--- src/rtl/core/sgv_pkg.sv ---
// Shared types, codes and helpers for the softened gravity Verlet body.
// No dependencies; imported by sgv_mac and softened_gravity_verlet_body.
`timescale 1ns / 1ps
`default_nettype none
package sgv_pkg;

    localparam int WORD_W = 32;
    localparam int ACC_W  = 3 * WORD_W;
    localparam int CIDX_W = 2;

    localparam logic [CIDX_W-1:0] CFG_TIME_STEP    = 2'd0;
    localparam logic [CIDX_W-1:0] CFG_GRAV_CONST   = 2'd1;
    localparam logic [CIDX_W-1:0] CFG_SOFTENING_SQ = 2'd2;

    localparam logic [WORD_W-1:0] RST_TIME_STEP    = 32'd655;
    localparam logic [WORD_W-1:0] RST_GRAV_CONST   = 32'd65536;
    localparam logic [WORD_W-1:0] RST_SOFTENING_SQ = 32'd655;

    typedef enum logic [2:0] {
        KIND_LOAD_POS = 3'd0,
        KIND_LOAD_VEL = 3'd1,
        KIND_LOAD_ACC = 3'd2,
        KIND_PREDICT  = 3'd3,
        KIND_INTERACT = 3'd4,
        KIND_COMMIT   = 3'd5
    } t_kind;

    typedef enum logic [6:0] {
        S_IDLE = 7'b0000001,
        S_MUL  = 7'b0000010,
        S_ACC  = 7'b0000100,
        S_POST = 7'b0001000,
        S_SQRT = 7'b0010000,
        S_DIV  = 7'b0100000,
        S_OUT  = 7'b1000000
    } t_state;

    typedef enum logic [3:0] {
        OP_DTSQ = 4'd0,
        OP_T1   = 4'd1,
        OP_T2   = 4'd2,
        OP_V1   = 4'd3,
        OP_V2   = 4'd4,
        OP_SQ   = 4'd5,
        OP_DEN  = 4'd6,
        OP_GM   = 4'd7,
        OP_NUM  = 4'd8,
        OP_PULL = 4'd9
    } t_op;

    typedef struct packed {
        logic mul_en;
        logic acc_en;
        logic clear;
        logic high;
    } t_mac_ctl;

    function automatic logic [WORD_W-1:0] f_mag(input logic [WORD_W-1:0] v);
        return v[WORD_W-1] ? (~v + 1'b1) : v;
    endfunction

    // returns {clipped, value}
    function automatic logic [WORD_W:0] f_clip(input logic signed [63:0] v);
        logic signed [63:0] hi;
        logic signed [63:0] lo;
        hi = 64'sh0000_0000_7FFF_FFFF;
        lo = -64'sh0000_0000_8000_0000;
        if (v > hi) begin
            return {1'b1, 32'h7FFF_FFFF};
        end else if (v < lo) begin
            return {1'b1, 32'h8000_0000};
        end
        return {1'b0, v[WORD_W-1:0]};
    endfunction

endpackage
`default_nettype wire

--- src/rtl/core/sgv_mac.sv ---
// Shared 32x32 multiplier with registered product and 96-bit accumulator.
// Depends on sgv_pkg.
`timescale 1ns / 1ps
`default_nettype none
module sgv_mac import sgv_pkg::*; (
    input  logic              i_clk,
    input  t_mac_ctl          i_ctl,
    input  logic [WORD_W-1:0] i_op_a,
    input  logic [WORD_W-1:0] i_op_b,
    output logic [ACC_W-1:0]  o_acc
);

    logic [2*WORD_W-1:0] r_prod;
    logic [ACC_W-1:0]    r_acc;
    logic [ACC_W-1:0]    n_acc;
    logic [ACC_W-1:0]    w_addend;

    always_comb begin
        w_addend = i_ctl.high ? {r_prod, {WORD_W{1'b0}}} : {{WORD_W{1'b0}}, r_prod};
        n_acc    = (i_ctl.clear ? {ACC_W{1'b0}} : r_acc) + w_addend;
    end

    always_ff @(posedge i_clk) begin
        if (i_ctl.mul_en) begin
            r_prod <= i_op_a * i_op_b;
        end
        if (i_ctl.acc_en) begin
            r_acc <= n_acc;
        end
    end

    assign o_acc = r_acc;

endmodule
`default_nettype wire

--- config.mk ---
export PLATFORM = sky130hd
export DESIGN_NAME = sgv_mac
export DESIGN_NICKNAME = d
export VERILOG_FILES = /design/src/rtl/core/sgv_pkg.sv /design/src/rtl/core/sgv_mac.sv
export SDC_FILE = /design/constraint.sdc
export NUM_CORES = 2
export LEC_CHECK = 0
export ABC_CLOCK_PERIOD_IN_PS = 13700
export BUFFER_PORTS_ARGS = -buffer_cell sky130_fd_sc_hd__buf_2
export CAP_MARGIN = 10
export CELL_PAD_IN_SITES_DETAIL_PLACEMENT = 1
export CELL_PAD_IN_SITES_GLOBAL_PLACEMENT = 1
export CORE_MARGIN = 2
export CORE_UTILIZATION = 41
export DETAILED_ROUTE_END_ITERATION = 8
export GPL_TIMING_DRIVEN = 0
export PLACE_DENSITY = 0.74
export SETUP_SLACK_MARGIN = 0.2
export SLEW_MARGIN = 20
export SYNTH_ARGS = -nofsm -noshare
export SYNTH_HDL_FRONTEND = slang
export SYNTH_SLANG_ARGS = --single-unit
--- constraint.sdc ---
create_clock -name i_clk -period 13.7 [get_ports i_clk]
set_input_delay 0 -clock i_clk [delete_from_list [all_inputs] [get_ports i_clk]]
set_output_delay 0 -clock i_clk [all_outputs]
set_load 0.01 [all_outputs]
After elaboration in Yosys (flattened, before gate mapping)
Cells that the tools add are included.
{"block": "totals", "reg_bits": 160, "out_inout_bits": 96}
{"block": "op_classes", "n_addsub": 1, "mul": 1, "mux": 2}
{"cell": "96-bit 2-to-1 mux", "n": 2}
{"cell": "96-bit adder", "n": 1}
{"cell": "32-bit by 32-bit multiplier with 64-bit output", "n": 1}

Logic depth before layout (Yosys ltp)
{"block": "depth", "word_depth": 2, "ltp_mapped": 29}

Worst setup path before layout
OpenSTA, ideal clock, no wires.
{"block": "synth_timing", "kind": "input port to flip-flop", "from": "input port i_op_b[2]", "to": "register r_prod[62], data pin", "arrival_ns": 6.895, "required_ns": 13.442, "setup_slack_ns": 6.548, "cell_stages": 26, "path_buffers": 1, "path_cell_list": "clkbuf_1 -> and2_1 -> fa_1 -> inv_1 -> fa_1 -> fa_1 -> fa_1 -> inv_1 -> fa_1 -> inv_1 -> fa_1 -> inv_1 -> fa_1 -> fa_1 -> ha_1 -> a21o_1 -> a31oi_1 -> o211ai_1 -> or4b_4 -> a41o_4 -> a31o_4 -> o22ai_4 -> o31ai_2 -> a211oi_2 -> o21ai_1 -> xnor2_1"}
{"block": "synth_via", "elab_chain_cells": 1}
{"item": "start: declaration", "line": "sgv_mac.sv:9", "text": "input logic [WORD_W-1:0] i_op_b,"}
{"item": "32-bit by 32-bit multiplier with 64-bit output", "line": "sgv_mac.sv:25", "text": "r_prod <= i_op_a * i_op_b;"}
{"item": "end signal: assignment", "line": "sgv_mac.sv:25"}
{"item": "end: declaration", "line": "sgv_mac.sv:13", "text": "logic [2*WORD_W-1:0] r_prod;"}
No other way between the ends.
A chain may end at the register's enable or synchronous reset.

Worst setup path after layout
{"block": "layout_timing", "from": "input port i_op_a[20]", "to": "register r_prod[63], data pin"}
{"block": "layout_via", "elab_chain_cells": 1}
{"item": "start: declaration", "line": "sgv_mac.sv:8", "text": "input logic [WORD_W-1:0] i_op_a,"}
{"item": "32-bit by 32-bit multiplier with 64-bit output", "line": "sgv_mac.sv:25"}
No other way between the ends.

==> impl_metrics.csv <==
group,metric,value,unit
outcome,status,"completed",
clock_tree,cts_resized,0,
global_route,grt_first_pass_wirelength,265,mm
global_route,grt.busiest_layer,"met2",
worst_setup_path,cp_top_family,"adder cells",
global_route,grt-ovfl-total,0,
yosys,yosysTopAreaCell,"fa_1",
yosys,synth-edff-count,160,
timing,clock.fmax,110,MHz
timing,setup_viol,0,
worst_setup_path,critPathCaptureType,"register",
floorplan,start_util,41.3,%
clock_tree,insertion_delay,0.47,ns
yosys,mappedNetlistArea,45000,µm²
floorplan,die_y,335,µm
yosys,synthCells,4861,
timing,fin_crit,9.10,ns
worst_setup_path,crit_path_max_fanout,10,
finish,layout.nets,6369,
yosys,synth_top_area_share,39.9,%
worst_setup_path,critPathKind,"input port to register",
detailed_routing,ant_nets,0,
detailed_routing,drc,0,
clock_tree,cts_tree,"yes",
finish,fillers,12700,
clock_tree,root_buffer,"clkbuf_16",
clock_tree,cts_buffers,17,
detailed_routing,num_vias,36900,
floorplan,die_w,335,µm
timing,tightest_slew,1.32,ns
yosys,netlist-cell-type-count,72,
place,place.gp.congestion,1.04,
worst_setup_path,crit_buf_inv,4,
yosys,yosys_most_used_dff,"edfxtp_1",
global_route,grt_util_all_layers,32.8,%
worst_setup_path,slowest_stage,"clkbuf_1",
clock_tree,clkTransAtPathRegs,0.06,ns
yosys,yosys-top-cells-count,"inv_1 (898), fa_1 (897), and2_1 (654)",
yosys,syn_nets,6185,
global_route,use_met2,52.4,%
detailed_routing,wl_per_cell,28.2,µm
yosys,syn_avg_cell_area,9.25,µm²
floorplan,die-area,112000,µm²
timing,max-slew-margin-rel,12.0,%
worst_setup_path,worst_setup_path_start_kind,"input port",
floorplan,pin_count,165,
run,cap_violations,0,
worst_setup_path,cp_data_required_time,13.89,ns
clock_tree,cts_sinks,160,
floorplan,row_count,121,
yosys,synthMostInstantiatedCell,"inv_1",
yosys,synth_top_cells_by_area,"fa_1 (40%), edfxtp_1 (11%), ha_1 (10%), and2_1 (9.1%), inv_1 (7.5%)",
timing,rsz0062_at_grt,"no",
detailed_routing,drt_iter0_markers,3231,
worst_setup_path,critPathMostFrequentCell,"fa_1",
finish,synthToLayoutAreaGrowth,7.32,%
detailed_routing,viasPerCell,5.69,
detailed_routing,firstDrtPassIters,5,
global_route,use_met1,41.1,%
global_route,first_global_vias,39800,
timing,holdWs,0.132,ns
yosys,yosys_warnings,0,
worst_hold_path,worst_hold_path_type,"input port to register",
global_route,use_met3,7.49,%
yosys,yosysSeqAreaShare,10.7,%
finish,drive_above_1_share,4.90,%
floorplan,coreArea,109000,µm²
timing,maxSlewViolCount,0,
place,portBuffers,163,
worst_setup_path,worstPathArrival,9.29,ns
timing,hold_violations,0,
place,hpwl,153,mm
worst_setup_path,cpPeakStageDelay,0.89,ns
global_route,grt_max_degree,65,
global_route,antenna_found_initial,26,
clock_tree,h-tree-depth,4,
clock_tree,clock_path_buffers,2,
timing,setup-tns-final,0,ns
timing,period_share,66.5,%
detailed_routing,wl,183,mm
yosys,ys_seq_elements,160,
yosys,synthArstFlopShare,0,%
timing,fin_skew,0.0160,ns
## routing by layer
layer / vias up / part of all wire, %
li1: 15400 / -
met1: 19000 / 38
met2: 1994 / 45
met3: 486 / 9.9
met4: 12 / 6.8
met5: - / 0.038
## flip-flops by register name, indices dropped and copies added, names as in the netlist
name and cells:
r_prod 64, o_acc 96
## what timing repair did
| item | 4_1_cts | 5_1_grt |
|---|---|---|
| setup buffers | 0 | 0 |
| hold buffers | 1 | 0 |
| hold endpoints to repair | 15 | 0 |
## cell type report
cell class	instances	area (µm²)	area share [%]
plain buffers	260	980	2.03
repair buffers	165	862	1.79
flip-flops and latches	160	4800	9.96
clock inverters	14	190	0.394
clock buffers	17	425	0.882
multi-input cells	3543	35800	74.2
well taps	1414	1770	3.67
diodes	16	40.0	0.0830
inverters	898	3370	6.99
## metrics by stage
step	instances	area (µm²)	worst slack, ns	utilization, %
after floorplan	4861	45000	6.55	-
after global placement	6438	47500	4.37	43.7
after detailed placement	6439	47600	4.40	43.7
after CTS	6471	48200	4.87	44.3
after global routing	6471	48200	4.42	44.3
final	6487	48200	4.60	44.3
## worst reg2reg max path, cell delays in order (launching register included)
cell and delay [ns]:
edfxtp_1 0.40, mux2_2 0.38, ha_1 0.31, clkbuf_1 0.38
nand2_1 0.22, o21ai_0 0.36, a211oi_1 0.23, a221oi_1 0.42
o31ai_1 0.28, a21oi_1 0.42, a21oi_2 0.20, o21ai_1 0.55
nand2_1 0.20, o31ai_1 0.57, xnor2_1 0.14
## worst paths after layout
kind / from / depth (start not counted) / end / slack, ns
max: i_op_a[20] / 25 / r_prod[63] / 4.60
min: i_ctl[3] / 1 / r_prod[59] / 0.13
max reg2reg: r_prod[34] / 14 / o_acc[95] / 8.40
min reg2reg: o_acc[0] / 2 / o_acc[0] / 0.73
## cell usage in the layout (no fill, tap or decap), types with 4 or more instances in the layout
cell type,count
a211oi_1,12
a21boi_0,6
a21o_1,74
a21oi_1,185
a221oi_1,8
a311oi_1,4
a31oi_1,16
a41oi_1,6
and2_1,654
and3_1,14
and4_1,4
buf_1,4
buf_2,161
bufinv_16,4
clkbuf_1,253
clkbuf_16,17
diode_2,16
edfxtp_1,160
fa_1,897
ha_1,358
inv_1,898
mux2_2,32
nand2_1,534
nand2b_1,17
nand3_1,30
nand4_1,48
nor2_1,94
nor2b_1,139
nor3_1,22
o211a_1,4
o211ai_1,12
o21a_1,10
o21ai_0,95
o21ai_1,4
o21bai_1,37
o31ai_1,13
or3_1,7
xnor2_1,103
xor2_1,52
## kinds of logic (layout without fill, tap and decap cells)
kind of cell,after synthesis,after routing,synth area share (%)
multiplexers,32,32,0.802
other,0,16,0
XOR/XNOR,155,155,3.02
AND/OR/NAND/NOR,1574,1574,18.3
buffers and inverters,1158,1354,9.67
AO/OA/AOI/OAI,527,527,7.58
adder cells (fa/ha/maj),1255,1255,49.9
flip-flops,160,160,10.7
Power is not shown: default switching activity piles up to over one toggle a cycle in this logic, so the estimate is an artifact.
